### src/gbn_pkg.sv
// Package for the greedy box NMS block: defaults, queue depth, result word
// and the state encoding of the back end. No dependencies.
`timescale 1ns / 1ps
package gbn_pkg;
	localparam int GBN_MAX_KEPT   = 64;
	localparam int GBN_COORD_BITS = 16;
	localparam int GBN_QDEPTH     = 2;
	localparam logic [15:0] GBN_THR_RESET = 16'd32768;

	typedef struct packed {
		logic       keep;
		logic [5:0] kept_slot;
		logic       store_full;
	} gbn_res_t;

	typedef enum logic [1:0] {
		ST_IDLE = 2'b01,
		ST_RUN  = 2'b10
	} gbn_state_t;
endpackage

### src/gbn_fifo.sv
// Short queue between the front and back ends.
// Depends on gbn_pkg.
`timescale 1ns / 1ps
module gbn_fifo
	import gbn_pkg::*;
#(
	parameter int W = 8
) (
	input  logic         clk,
	input  logic         arst_n,
	input  logic         push_valid,
	output logic         push_ready,
	input  logic [W-1:0] push_data,
	output logic         pop_valid,
	input  logic         pop_ready,
	output logic [W-1:0] pop_data
);
	localparam int PW = (GBN_QDEPTH > 1) ? $clog2(GBN_QDEPTH) : 1;
	localparam int CW = $clog2(GBN_QDEPTH + 1);

	logic [W-1:0]  mem_q [GBN_QDEPTH];
	logic [PW-1:0] wp_q, rp_q;
	logic [CW-1:0] cnt_q;
	logic          do_push, do_pop;

	assign push_ready = cnt_q != CW'(GBN_QDEPTH);
	assign pop_valid  = cnt_q != '0;
	assign pop_data   = mem_q[rp_q];
	assign do_push    = push_valid && push_ready;
	assign do_pop     = pop_valid && pop_ready;

	always_ff @(posedge clk or negedge arst_n) begin
		if (!arst_n) begin
			wp_q  <= '0;
			rp_q  <= '0;
			cnt_q <= '0;
		end else begin
			if (do_push) begin
				wp_q <= (wp_q == PW'(GBN_QDEPTH - 1)) ? '0 : wp_q + 1'b1;
			end
			if (do_pop) begin
				rp_q <= (rp_q == PW'(GBN_QDEPTH - 1)) ? '0 : rp_q + 1'b1;
			end
			if (do_push && !do_pop) begin
				cnt_q <= cnt_q + 1'b1;
			end else if (!do_push && do_pop) begin
				cnt_q <= cnt_q - 1'b1;
			end
		end
	end

	always_ff @(posedge clk) begin
		if (do_push) begin
			mem_q[wp_q] <= push_data;
		end
	end
endmodule

### config.mk
export PLATFORM = sky130hd
export DESIGN_NAME = gbn_fifo
export DESIGN_NICKNAME = d
export VERILOG_FILES = /design/src/gbn_pkg.sv /design/src/gbn_fifo.sv
export SDC_FILE = /design/constraint.sdc
export NUM_CORES = 1
export LEC_CHECK = 0
export BUFFER_PORTS_ARGS = -buffer_cell sky130_fd_sc_hd__buf_2
export CORE_UTILIZATION = 44
export CTS_CLUSTER_DIAMETER = 120
export CTS_CLUSTER_SIZE = 20
export DETAILED_ROUTE_END_ITERATION = 8
export GPL_TIMING_DRIVEN = 0
export PLACE_DENSITY = 0.74
export SLEW_MARGIN = 10
export SYNTH_ARGS = -nofsm -noshare
export SYNTH_HDL_FRONTEND = slang
export SYNTH_SLANG_ARGS = --single-unit
### constraint.sdc
create_clock -name clk -period 1.26 [get_ports clk]
set_input_delay 0.126 -clock clk [delete_from_list [all_inputs] [get_ports clk]]
set_output_delay 0.126 -clock clk [all_outputs]
set_load 0.01 [all_outputs]
==> implementation parameters <==
Parameter                              Value

Run status
  Failing checks    setup timing
  Result of the run    finished, violations left

Synth
  Leading cell type by number of instances after synthesis    edfxtp_1
  Syn_nets    56
  Number of flip-flops and latches in the synthesized netlist    20
  Largest area contributor in the synthesized netlist    edfxtp_1
  Synth Instances    43
  Area of the mapped netlist    787.0 µm²
  Post-synth top cells    16 x edfxtp_1, 8 x mux2_2, 4 x dfrtp_1
  Top FF cell, synth    edfxtp_1
  Top cell type's share of synthesized area    0.6105
  Number of synthesis warnings    0
  Sequential area share after synthesis    0.7377
  Proportion of synthesized flip-flops having asynchronous set or reset    0.2000
  Number of different library cells in the post-synthesis netlist    14
  Syn Area/Cell    18.30 µm²
  Biggest area contributors in the synthesized netlist    edfxtp_1 61%, dfrtp_1 13%, mux2_2 11%
  Number of synthesized flops with an enable pin    16

Floorplan
  Die extent in x    44.29 µm
  I/O pin cnt    22
  Die outline area    1962 µm²
  Initial Utilization    0.4937
  Core footprint    1594 µm²
  Placement Rows    14
  Vert. Die Dim    44.29 µm

Layout
  Non-filler instance count after layout    104
  Share of cells above drive strength 1    0.6125
  Share of the core filled with cells    0.7370
  Area growth, synth to finish    49.28%
  Area used by multi-input combinational logic    236.5 µm²
  Area occupied by registers    581.8 µm²
  Total of fill cells in the finished design    107
  Design Area, Final    1175 µm²
  Antenna Cells    0
  Number of nets in the finished design    94

Route
  DR WL/cell    12.14 µm
  DRC violation count after routing    0
  Via Count    462
  Number of optimization iterations in the first detailed-route pass    4
  Antenna violation net count after detailed routing    0
  Violation count after the first detailed-route iteration    2
  Total wirelength of the detailed-routed design    1263 µm
  Per-cell via count in the routed design    4.442

Setup path
  Critical path class    flip-flop to output port
  Worst path arrival time    1.27 ns
  Reg-to-Reg End    cnt_q[1]
  Worst Setup SP    rp_q
  Data required time at the worst endpoint    1.13 ns
  Critical path startpoint category    flip-flop
  Crit end category    output port
  Reg2reg start    cnt_q[0]
  Worst-case reg-to-reg path depth    7
  Crit path to    pop_data[6]
  Slack of the worst reg-to-reg path    -0.09 ns
  Maximum fanout encountered on the critical timing path    9

Clock tree
  Clock tree from TritonCTS    yes
  Depth of the CTS H-tree    1
  Clock sink total    20
  Maximum clock insertion buffer count    2
  Worst-Skew Late Latency    0.30 ns
  CTS Root Cell    clkbuf_4
  Number of CTS-inserted buffers    3
  Clock transition at path regs    0.12 ns

Timing
  Fin crit period    1.397 ns
  Worst max-slew margin expressed relative to the limit    0.8240
  Worst Max-Slew Pin Slew    0.2634 ns
  Worst setup skew after layout    0.009507 ns
  Number of slew-limit violations in the final report    0
  Period utilisation layout    1.108
  Final Hold Violating Endpoints    0
  Unrepaired setup endpoints after global routing    yes
  F_max    0.7160 GHz
  Total negative setup slack    -1.130 ns
  Least setup slack across all paths after layout    -0.1367 ns
  Final number of setup-violating endpoints    9

Placed design
  GPL Wtd Cong    0.6526
  Cell count after placement    88
  Port-buffer cells    21
  HPWL after detailed placement    801 µm
  Area after detailed placement    927.1 µm²

Pwr
  Total leakage power    0.4723 nW
  Sum of internal, switching and leakage power    2.698 mW
  Largest vdd supply drop    0.002163 V
  PwrDens    2296 nW/µm²

Job
  Max-cap violations    0

Worst hold path
  Min-Delay Path Class    input pin to flip-flop

Global routing
  Number of antenna violations at the first check in global routing    0
  Global-route wire length before repair    2042 µm
  GR Overflow Total    0
  Total track usage    0.1521
  Number of global-route vias before repair    464
  Maximum number of pins on one net before global-route repair    13
-- cells by family after synthesis --
| family | share of synthesized area |
|---|---|
| flops | 0.7377 |
| mux | 0.1145 |
| simple gates | 0.06518 |
| xor+xnor | 0.05565 |
| buf+inv | 0.01112 |
| fa+ha+maj | 0.01590 |
-- how the worst min path moves through the flow --
stage,slack [ns],start,to,cells past startpoint
final,0.01,push_data[3],mem_q[1][3],1
after global routing,0.005,push_data[3],mem_q[1][3],1
after CTS,0.001,push_data[7],mem_q[1][7],1
after detailed placement,-0.06,arst_n,cnt_q[1],1
after global placement,-0.06,arst_n,cnt_q[1],1
after floorplan,-0.17,arst_n,cnt_q[0],0
-- per-layer routing --
metal / share of wire / track usage
met1: 0.42 / 0.1783
met2: 0.52 / 0.2588
met3: 0.035 / 0.02857
met4: 0.025 / 0.09091
met5: 0 / 0
-- layout make-up --
cell class | count | share of cell area
inverter | 1 | 0.003195
sequential | 20 | 0.4952
multi-input combinational | 21 | 0.2013
clock inverter | 1 | 0.02556
tap | 24 | 0.02556
buffer | 1 | 0.009585
timing repair buffer | 33 | 0.2204
clock buffer | 3 | 0.01917
-- report_power, final --
part	internal, mW	switching [mW]	total, mW
registers	0.927	0.0905	1.02
logic	0.672	0.490	1.16
clock network	0.322	0.197	0.519
total	1.92	0.778	2.70
-- stage by stage --
| step | hold WS (ns) | setup slack [ns] |
|---|---|---|
| final | 0.01442 | -0.1367 |
| after detailed placement | -0.05650 | -0.1341 |
| after CTS | 0.001486 | -0.1409 |
| after global placement | -0.06332 | -0.1216 |
| after global routing | 0.004844 | -0.2000 |
| after floorplan | -0.1696 | -0.08960 |
-- layout by cell type, fill, tap and decap left out --
cell,Yosys,final
clkbuf_4,0,3
bufinv_16,0,1
mux2_2,8,8
buf_2,1,14
ha_4,0,1
buf_4,0,4
nor2_4,0,1
xor2_2,0,1
dlygate4sd3_1,0,8
nand2b_4,1,1
xor2_1,2,1
buf_6,0,8
nand2_4,1,2
dfrtp_2,0,1
nor2_2,0,1
dfrtp_1,4,3
inv_2,0,1
xnor2_1,3,3
edfxtp_1,16,16
and3_2,0,1
or2_4,1,1
-- worst max-delay path: stages, from the launching register on --
cell     delay, ns
dfrtp_1       0.36
buf_6         0.14
mux2_2        0.35
buf_6         0.12
-- what timing repair did --
action / CTS / global route
setup buffers: 4 / 0
setup endpoints to repair: 27 / 11
pin swaps: 5 / 3
hold endpoints to repair: 4 / 13
gates resized for setup: 15 / 3
hold buffers: 1 / 7
-- registers in the layout, indices dropped and copies added, names as in the netlist --
register	cells
cnt_q	2
mem_q	16
rp_q	1
wp_q	1
No activity file was read; power rests on OpenSTA's default activity.
