===== src/gbn_pkg.sv =====
// Package for the greedy box NMS block: defaults, queue depth, result word
// and the state encoding of the back end. No dependencies.
`timescale 1ns / 1ps
package gbn_pkg;
	localparam int GBN_MAX_KEPT   = 64;
	localparam int GBN_COORD_BITS = 16;
	localparam int GBN_QDEPTH     = 2;
	localparam logic [15:0] GBN_THR_RESET = 16'd32768;

	typedef struct packed {
		logic       keep;
		logic [5:0] kept_slot;
		logic       store_full;
	} gbn_res_t;

	typedef enum logic [1:0] {
		ST_IDLE = 2'b01,
		ST_RUN  = 2'b10
	} gbn_state_t;
endpackage


===== src/gbn_box_if.sv =====
// Valid/ready channel carrying one candidate box word.
// No dependencies.
`timescale 1ns / 1ps
interface gbn_box_if;
	logic        valid;
	logic        ready;
	logic        first_of_set;
	logic [15:0] box_x;
	logic [15:0] box_y;
	logic [15:0] box_w;
	logic [15:0] box_h;
	modport source(output valid, first_of_set, box_x, box_y, box_w, box_h, input ready);
	modport sink(input valid, first_of_set, box_x, box_y, box_w, box_h, output ready);
endinterface


===== src/gbn_front.sv =====
// Front end: accepts boxes, masks coordinates, forms the far edges and area.
// Depends on gbn_pkg and gbn_box_if.
`timescale 1ns / 1ps
module gbn_front
	import gbn_pkg::*;
#(
	parameter int COORD_BITS = GBN_COORD_BITS,
	localparam int E  = COORD_BITS + 1,
	localparam int QW = 1 + 2 * COORD_BITS + 2 * E + 2 * COORD_BITS
) (
	input  logic          clk,
	input  logic          arst_n,
	gbn_box_if.sink       box,
	output logic          push_valid,
	input  logic          push_ready,
	output logic [QW-1:0] push_data
);
	localparam int CB = COORD_BITS;

	logic          v_s1;
	logic          first_s1;
	logic [CB-1:0] x_s1, y_s1;
	logic [E-1:0]  x1_s1, y1_s1;
	logic [2*CB-1:0] area_s1;

	logic [39:0] xe, ye, we, he;
	logic [CB-1:0] xm, ym, wm, hm;

	assign xe = {24'b0, box.box_x};
	assign ye = {24'b0, box.box_y};
	assign we = {24'b0, box.box_w};
	assign he = {24'b0, box.box_h};
	assign xm = xe[CB-1:0];
	assign ym = ye[CB-1:0];
	assign wm = we[CB-1:0];
	assign hm = he[CB-1:0];

	assign box.ready = !v_s1 || push_ready;

	always_ff @(posedge clk or negedge arst_n) begin
		if (!arst_n) begin
			v_s1 <= 1'b0;
		end else if (box.ready) begin
			v_s1 <= box.valid;
		end
	end

	always_ff @(posedge clk) begin
		if (box.valid && box.ready) begin
			first_s1 <= box.first_of_set;
			x_s1     <= xm;
			y_s1     <= ym;
			x1_s1    <= {1'b0, xm} + {1'b0, wm};
			y1_s1    <= {1'b0, ym} + {1'b0, hm};
			area_s1  <= {{CB{1'b0}}, wm} * {{CB{1'b0}}, hm};
		end
	end

	assign push_valid = v_s1;
	assign push_data  = {first_s1, x_s1, y_s1, x1_s1, y1_s1, area_s1};
endmodule


===== src/flat_wrapper.sv =====
// flat-port wrapper written by rule: the top's interface ports become plain ports
module gbn_front_flat import gbn_pkg::*;
#(
	parameter int COORD_BITS = GBN_COORD_BITS,
	localparam int E  = COORD_BITS + 1,
	localparam int QW = 1 + 2 * COORD_BITS + 2 * E + 2 * COORD_BITS
)
  (clk, arst_n, push_valid, push_ready, push_data, box_valid, box_first_of_set, box_box_x, box_box_y, box_box_w, box_box_h, box_ready);
  gbn_box_if box_i ();
  input  logic clk;
  input  logic arst_n;
  output logic push_valid;
  input  logic push_ready;
  output logic [QW-1:0] push_data;
  input wire logic [$bits(box_i.valid)-1:0] box_valid;
  input wire logic [$bits(box_i.first_of_set)-1:0] box_first_of_set;
  input wire logic [$bits(box_i.box_x)-1:0] box_box_x;
  input wire logic [$bits(box_i.box_y)-1:0] box_box_y;
  input wire logic [$bits(box_i.box_w)-1:0] box_box_w;
  input wire logic [$bits(box_i.box_h)-1:0] box_box_h;
  output wire logic [$bits(box_i.ready)-1:0] box_ready;
  assign box_i.valid = box_valid;
  assign box_i.first_of_set = box_first_of_set;
  assign box_i.box_x = box_box_x;
  assign box_i.box_y = box_box_y;
  assign box_i.box_w = box_box_w;
  assign box_i.box_h = box_box_h;
  assign box_ready = box_i.ready;
  gbn_front #(.COORD_BITS(COORD_BITS)) u_core (.clk(clk), .arst_n(arst_n), .box(box_i), .push_valid(push_valid), .push_ready(push_ready), .push_data(push_data));
endmodule

===== config.mk =====
export PLATFORM = sky130hd
export DESIGN_NAME = gbn_front_flat
export DESIGN_NICKNAME = d
export VERILOG_FILES = /design/src/gbn_pkg.sv /design/src/gbn_box_if.sv /design/src/gbn_front.sv /design/src/flat_wrapper.sv
export SDC_FILE = /design/constraint.sdc
export NUM_CORES = 1
export LEC_CHECK = 0
export BUFFER_PORTS_ARGS = -buffer_cell sky130_fd_sc_hd__buf_2
export CELL_PAD_IN_SITES_DETAIL_PLACEMENT = 1
export CELL_PAD_IN_SITES_GLOBAL_PLACEMENT = 1
export CORE_MARGIN = 2
export CORE_UTILIZATION = 47
export CTS_CLUSTER_SIZE = 10
export DETAILED_ROUTE_END_ITERATION = 6
export GPL_TIMING_DRIVEN = 0
export PLACE_DENSITY_LB_ADDON = 0.25
export SETUP_SLACK_MARGIN = 0.1
export SYNTH_ARGS = -nofsm -noshare
export SYNTH_HDL_FRONTEND = slang
export SYNTH_SLANG_ARGS = --single-unit
export TNS_END_PERCENT = 100

===== constraint.sdc =====
create_clock -name clk -period 3.5 [get_ports clk]
set_clock_uncertainty 0.05 [all_clocks]
set_input_delay 0.175 -clock clk [delete_from_list [all_inputs] [get_ports clk]]
set_output_delay 0.175 -clock clk [all_outputs]
set_load 0.02 [all_outputs]

==> summary.md, run 1 <==
| Metric | Value |
|---|---|
| Status | `finished, violations left` |
| Violated checks | `negative setup slack` |
| Post-Synthesis Net Count | `1,702` |
| Met3 WL | `4.31 mm` |
| Initial core utilization | `0.481` |
| Hold slack | `0.0398 ns` |
| Seq cells post-synth | `100` |
| # rows | `60` |
| Max-slew violations | `0` |
| Vias | `11,400` |
| P_leak | `0.00823 µW` |
| Critical path depth | `21` |
| Die width | `171 µm` |
| CP max stage delay | `0.68 ns` |
| Crit end category | `flip-flop` |
| Tot GR Track Use | `0.316` |
| Maximum VDD drop | `0.00128 V` |
| Worst Path Required | `3.56 ns` |
| Vias in the first global route | `12,500` |
| Max Fclk | `0.175 GHz` |
| WL final | `51.8 mm` |
| Cell area power density | `1180 nW/µm²` |
| Syn_area_per_cell | `10.0 µm²` |
| Setup CP Type | `input pin to flip-flop` |
| Initial antenna violation count | `0` |
| Post-route DRC | `0` |
| Worst path bufs/invs | `6` |
| CP Cell Sequence | `buf_12, clkbuf_16, buf_4, nand2_1, fa_1, fa_1, inv_1, fa_2, fa_2, fa_1, inv_1, fa_1, inv_2, ha_4, a21o_1, a21o_1, a221o_1, o21ai_4, o22ai_4, nor4_4, a211oi_2` |
| Final setup vio count | `25` |
| Port buffer count | `169` |
| Crit path DAT | `5.76 ns` |
| CTS max path bufs | `2` |
| Synthesis-to-finish area growth | `31.9%` |
| Worst-Margin Slew | `0.719 ns` |
| Antenna cells | `0` |
| Final instance area | `17,200 µm²` |
| Cell count after synthesis | `1,301` |
| R2r setup slk | `1.60 ns` |
| Full die area | `29,100 µm²` |
| GPL Wtd Cong | `0.889` |
| First-pass GRT wire length | `69.4 mm` |
| # IOs | `170` |
| Vias per cell | `5.78` |
| Starting DRT DRC Count | `901` |
| Slew HR | `0.521` |
| Ys flop type | `edfxtp_1` |
| Fraction of layout cells with a size suffix above 1 | `0.271` |
| Hold Path Class | `input pin to asynchronous set/reset pin` |
| TNS Setup | `-39.71 ns` |
| Worst R2R Start | `u_core.push_valid` |
| Most frequent CP cell | `fa_1` |
| Cell Area, Placed | `14,700 µm²` |
| Count of clock tree sinks | `100` |
| R2r worst-path depth | `3` |
| CTS tree | `built` |
| Routed Antenna Nets | `0` |
| Final worst-path cycle share | `1.63` |
| Distinct cells, synth | `55` |
| CP endpoint | `u_core.area_s1[28]` |
| Ys async rst share | `0.0100` |
| Clock slew at reported path FFs | `0.10 ns` |
| Met2 WL | `26.2 mm` |
| Skew-Pair Late Insertion Delay | `0.38 ns` |
| Slowest cell on the critical path | `fa_2` |
| Hold Violations, Final | `0` |
| Inserted Clock Buffers | `9` |
| Crit path setup slack, layout | `-2.20 ns` |
| Routed wire length per instance | `26.3 µm` |
| H-tree Lvls | `3` |
| DIE HEIGHT | `171 µm` |
| Worst setup startpoint | `box_box_w[10]` |
| Grt ovf | `0` |
| Met1 wire length | `17.8 mm` |
| Core area | `27,100 µm²` |
| RSZ-0062 raised after global routing | `true` |
| Top delay family on crit path | `adder cells` |
| Cell area after synthesis | `13,000 µm²` |
| Register area share after synthesis | `0.230` |
| Clock root cell | `clkbuf_16` |
| Yosys warns | `0` |
| Final core utilization | `0.635` |
| DR top layer | `met4` |
| Crit Reg-Reg Endpoint | `u_core.area_s1[17]` |
| Max_cap viols | `0` |
| Worst-path fanout max | `8` |
| Final min period | `5.70 ns` |
| Nets@finish | `1,995` |
| Initial DRT Pass Iterations | `5` |
| Critical Path Start Type | `input pin` |
| Pin count of the biggest net entering global routing | `54` |
| Detail Placement HPWL | `30.3 mm` |
| Post-synth EDFFs | `99` |
-- power by group --
group	internal, µW	total (µW)	leakage (µW)	switching, µW
sequential	2110	2170	0.000954	58.8
combinational	7840	17000	0.00712	9140
clock	519	1110	0.000151	593
-- synthesized netlist by cell type (3+ instances only) --
master      n  area, µm²
nand2_1   161        604
nand3b_1    3       22.5
inv_1     251        942
a21oi_1    47        235
and3_1      5       31.3
xor2_1     11       96.3
a31oi_1     7       43.8
o21bai_1    4       30.0
and2_1    132        826
o211ai_1    4       30.0
o21a_1      3       22.5
clkbuf_1   43        161
nor2b_1     5       31.3
a21o_1     31        233
nand3_1     7       35.0
nor3_1      5       25.0
a211oi_1    5       37.5
edfxtp_1   99       2970
fa_1      196       3920
nor2_1     23       86.3
nand4_1     6       37.5
xnor2_1    37        324
o21ai_0    27        135
ha_1      136       1700
a21boi_0    3       22.5
a221o_1     6       60.1
nand2b_1    7       43.8
-- flip-flops by register name, summed over array words and instances, names as in the netlist --
signal / cells
u_core.y1_s1: 17
u_core.y_s1: 16
u_core.x1_s1: 17
u_core.area_s1: 32
u_core.push_valid: 1
u_core.first_s1: 1
u_core.x_s1: 16
-- logic make-up after synthesis --
logic type	count (synthesis)	share of synthesized area
buffers and inverters	296	0.0855
XOR/XNOR	48	0.0322
multiplexers	2	0.00153
AO/OA/AOI/OAI	156	0.0776
AND/OR/NAND/NOR	367	0.142
adder cells (fa/ha/maj)	332	0.431
flip-flops	100	0.230
-- per-layer routing --
metal  up-vias  track usage
li1       4719            -
met1      5731        0.355
met2       678        0.569
met3       255       0.0706
met4         0        0.150
met5         -            0
-- stage by stage --
step	power (µW)	cells	worst slack, ns
6_report	20300	1971	-2.20
3_5_place_dp	14400	1843	-2.96
5_1_grt	21800	1971	-2.33
4_1_cts	17600	1936	-2.16
2_1_floorplan	11400	1301	-1.94
3_3_place_gp	14100	1842	-2.95
-- area by class of cell --
type	count	area (µm²)
tap	372	465
fill	2887	9890
clock inverter	7	86.3
multi-input combinational	905	9560
clock buffer	9	225
timing repair buffer	283	2190
sequential	100	3000
buffer	44	743
inverter	251	942
-- how the worst min path moves through the flow --
stage | start | end | cells after the start
6_report | arst_n | u_core.push_valid | 2
5_1_grt | arst_n | u_core.push_valid | 2
4_1_cts | arst_n | u_core.push_valid | 2
3_5_place_dp | arst_n | u_core.push_valid | 1
3_3_place_gp | arst_n | u_core.push_valid | 1
2_1_floorplan | arst_n | u_core.push_valid | 0
-- repair_timing --
| item | in CTS | in global routing |
|---|---|---|
| setup endpoints to repair | 26 | 30 |
| endpoints found under the hold margin | 35 | 0 |
| hold buffers | 35 | 0 |
| gates cloned | 1 | 2 |
| setup buffers | 41 | 35 |
| pin swaps | 60 | 99 |
| gates resized for setup | 190 | 98 |
-- cells in the final DEF, fill, tap and decap left out, drive strengths merged, types with 23 or more instances in the layout --
cell         count
xnor2           37
ha             136
fa             196
nor2            23
nand2          161
edfxtp          99
and2           132
o21ai           28
dlygate4sd3     35
clkbuf          48
inv            255
a21oi           48
buf            253
a21o            31
Note: power is estimated with default switching activity, not from simulation.
==> run 2, diff against run 1 <==
--- a/config.mk
+++ b/config.mk
@@ -5,11 +5,12 @@
 export SDC_FILE = /design/constraint.sdc
 export NUM_CORES = 1
 export LEC_CHECK = 0
+export ABC_AREA = 1
 export BUFFER_PORTS_ARGS = -buffer_cell sky130_fd_sc_hd__buf_2
 export CELL_PAD_IN_SITES_DETAIL_PLACEMENT = 1
 export CELL_PAD_IN_SITES_GLOBAL_PLACEMENT = 1
 export CORE_MARGIN = 2
-export CORE_UTILIZATION = 47
+export CORE_UTILIZATION = 45
 export CTS_CLUSTER_SIZE = 10
 export DETAILED_ROUTE_END_ITERATION = 6
 export GPL_TIMING_DRIVEN = 0
==> summary.md, run 2 <==
| Metric | Value |
|---|---|
| Status | `finished, violations left` |
| Violated checks | `design-rule violations, negative setup slack` |
| Cell area after synthesis | `14,200 µm² (+8.7%)` |
| Met1 Use GR | `0.345 (-0.00961)` |
| Initial core utilization | `0.460 (-0.0214)` |
| Vias in the first global route | `15,100 (+21%)` |
| Largest registers | `u_core.area_s1: 32 flops, u_core.x1_s1: 17 flops, u_core.y1_s1: 17 flops` |
| Critical Path Start Type | `input pin` |
| M2 GR Usage | `0.585 (+0.0167)` |
| Worst-path fanout max | `5 (-3)` |
| CP Cell Sequence | `buf_6, clkbuf_8, buf_4, buf_4, nand2_1, fa_1, inv_1, ha_1, inv_1, fa_1, inv_2, fa_1, fa_1, inv_2, fa_1, inv_2, ha_4, nand2_8, nor2_4, nand3_2, nand3_4, nand2_2, nand3_1, nand2_1` |
| Slowest cell on the critical path | `fa_1` |
| Distinct cells, synth | `29 (-47%)` |
| Max_cap viols | `0 (unchanged)` |
| WL final | `63.4 mm (+22%)` |
| H-tree Lvls | `3 (unchanged)` |
| Register area share after synthesis | `0.211 (-0.0184)` |
| Cell count after synthesis | `1,771 (+36%)` |
| Hold Violations, Final | `0 (unchanged)` |
| Final min period | `5.09 ns (-0.618 ns)` |
| First-pass GRT wire length | `79.1 mm (+14%)` |
| Final worst-path cycle share | `1.45 (-0.177)` |
| Worst-Margin Slew | `0.732 ns (+0.0133 ns)` |
| Post-route DRC | `1 (+1)` |
| Count of clock tree sinks | `100 (unchanged)` |
| Seq cells post-synth | `100 (unchanged)` |
| Ys flop type | `edfxtp_1` |
| Nets@finish | `2,479 (+24%)` |
| Slew HR | `0.511 (-0.00993)` |
| Post-synth EDFFs | `99 (unchanged)` |
| Max-slew violations | `0 (unchanged)` |
| GPL Wtd Cong | `0.956 (+7.6%)` |
| Final instance area | `19,300 µm² (+12%)` |
| Count leader, synth | `nand2_1` |
| CP max stage delay | `0.63 ns (-0.05 ns)` |
| Top cell type's share of synthesized area | `0.277 (-0.0241)` |
| Busiest grt layer | `met2` |
| DIE HEIGHT | `181 µm (+6.4%)` |
| Commonest non-fill, non-tap cell in the layout | `inv_1` |
| Placed insts | `2,339 (+27%)` |
| Crit end category | `flip-flop` |
| Yosys warns | `0 (unchanged)` |
| Routed wire length per instance | `25.6 µm (-2.7%)` |
| Fraction of layout cells with a size suffix above 1 | `0.315 (+0.0435)` |
| Synth top cells by count | `532 x nand2_1, 485 x inv_1, 196 x fa_1` |
| Max Fclk | `0.197 GHz (+12%)` |
| Worst R2R Start | `u_core.push_valid` |
| Max FFs per register | `32 (unchanged)` |
| Cell Area, Placed | `16,400 µm² (+11%)` |
| CTS tree | `built` |
| Initial DRT Pass Iterations | `7 (+2)` |
| Ys async rst share | `0.0100 (unchanged)` |
| # rows | `64 (+6.7%)` |
| # IOs | `170 (unchanged)` |
| RSZ-0062 raised after global routing | `true` |
| Clock slew at reported path FFs | `0.08 ns (-0.02 ns)` |
| Tot GR Track Use | `0.314 (-0.00168)` |
| GR Util met3 | `0.0471 (-0.0234)` |
| Die width | `181 µm (+6.4%)` |
| Grt ovf | `0 (unchanged)` |
| Crit path DAT | `5.20 ns (-0.56 ns)` |
| Synth area leaders | `fa_1 28%, edfxtp_1 21%, nand2_1 14%` |
| Vias per cell | `5.70 (-1.3%)` |
| Setup CP Type | `input pin to flip-flop` |
| Vias | `14,100 (+24%)` |
| Initial antenna violation count | `1 (+1)` |
| Core area | `30,800 µm² (+14%)` |
| Post-Synthesis Net Count | `2,172 (+28%)` |
| Skew-Pair Late Insertion Delay | `0.40 ns (+0.02 ns)` |
| Inserted Clock Buffers | `9 (unchanged)` |
| Port buffer count | `169 (unchanged)` |
| Worst setup startpoint | `box_box_h[7]` |
| Dominant cell type by area after synthesis | `fa_1` |
| Most frequent cells in the layout | `412 x inv_1, 404 x nand2_1, 181 x fa_1` |
| R2r worst-path depth | `3 (unchanged)` |
| Synthesis-to-finish area growth | `36.2%` |
| Clock root cell | `clkbuf_16` |
| Final core utilization | `0.627 (-0.00845)` |
| Crit path setup slack, layout | `-1.59 ns (+0.618 ns)` |
| Pin count of the biggest net entering global routing | `32 (-41%)` |
| Final setup vio count | `26 (+4.0%)` |
| Non-Filler Instances | `2,480 (+26%)` |
| Starting DRT DRC Count | `1,131 (+26%)` |
| Most frequent CP cell | `fa_1` |
| Detail Placement HPWL | `36.0 mm (+19%)` |
| Syn_area_per_cell | `8.01 µm² (-20%)` |
| TNS Setup | `-34.81 ns (+4.90 ns)` |
| Full die area | `32,900 µm² (+13%)` |
| Hold Path Class | `input pin to asynchronous set/reset pin` |
| Reg with most FFs | `u_core.area_s1` |
| CTS max path bufs | `2 (unchanged)` |
| Routed Antenna Nets | `0 (unchanged)` |
| Worst Path Required | `3.62 ns (+0.06 ns)` |
## run 2: changes by cell type after synthesis, sizes merged, moves of 9 or more
cell / previous run / this run
a21o: 31 / 11
a21oi: 48 / 39
and2: 132 / 0
clkbuf: 43 / 64
inv: 251 / 485
nand2: 161 / 541
nand3: 7 / 61
nor2: 23 / 64
o21ai: 28 / 11
xnor2: 37 / 5
xor2: 11 / 31
## run 2: final cells by class
type	instances	area, µm²
Buffer	55	1050
Inverter	485	1820
Fill cell	3543	11500
Multi-Input combinational cell	1121	10300
Clock buffer	9	225
Timing Repair Buffer	306	2280
Sequential cell	100	3000
Antenna cell	1	2.50
Tap cell	396	495
Clock inverter	7	93.8
## run 2: worst paths after layout
check | slack, ns | end
min | 0.02 | u_core.push_valid
max | -1.59 | u_core.area_s1[23]
min in group clk | 0.02 | u_core.push_valid
max reg2reg | 1.58 | u_core.y1_s1[13]
min reg2reg | 0.55 | u_core.push_valid
max in group asynchronous | 3.30 | u_core.push_valid
## run 2: logic make-up (layout without fill, tap and decap cells)
| group | Yosys count | in the layout | synth area share |
|---|---|---|---|
| compound gates | 68 | 68 | 0.0284 |
| xor+xnor | 36 | 36 | 0.0222 |
| fa+ha+maj | 332 | 332 | 0.397 |
| buf+inv | 550 | 862 | 0.146 |
| flops | 100 | 100 | 0.211 |
| other cells | 0 | 1 | 0 |
| simple gates | 685 | 685 | 0.195 |
## run 2: worst max-delay path, delay by kind of cell
kind | cells | cell delay [ns]
adder cells (fa/ha/maj) | 7 | 3.19
buffers and inverters | 9 | 0.92
AND/OR/NAND/NOR | 8 | 0.90
## run 2: what timing repair did
action / 4_1_cts / 5_1_grt
gates cloned: 1 / 4
buffers inserted: 46 / 48
hold buffers: 35 / 0
setup endpoints to repair: 26 / 26
gates resized for setup: 186 / 238
endpoints found under the hold margin: 35 / 0
pin swaps: 79 / 109
## run 2: per-layer routing
metal / vias up / part of all wire
met5: - / 0
met4: 0 / 0.082
met3: 366 / 0.077
met2: 838 / 0.50
met1: 7125 / 0.34
li1: 5808 / -
## run 2: stage by stage
| step | hold WS, ns | setup slack [ns] |
|---|---|---|
| 2_1_floorplan | -0.171 | -1.29 |
| 3_3_place_gp | -0.101 | -2.15 |
| 3_5_place_dp | -0.0984 | -2.25 |
| 4_1_cts | 0.00352 | -1.36 |
| 5_1_grt | 0.0373 | -1.68 |
| 6_report | 0.0162 | -1.59 |
Power of run 2 is left out: the tool's default activity adds up to more than one toggle a clock period on the data nets, which glitch-free logic cannot reach.
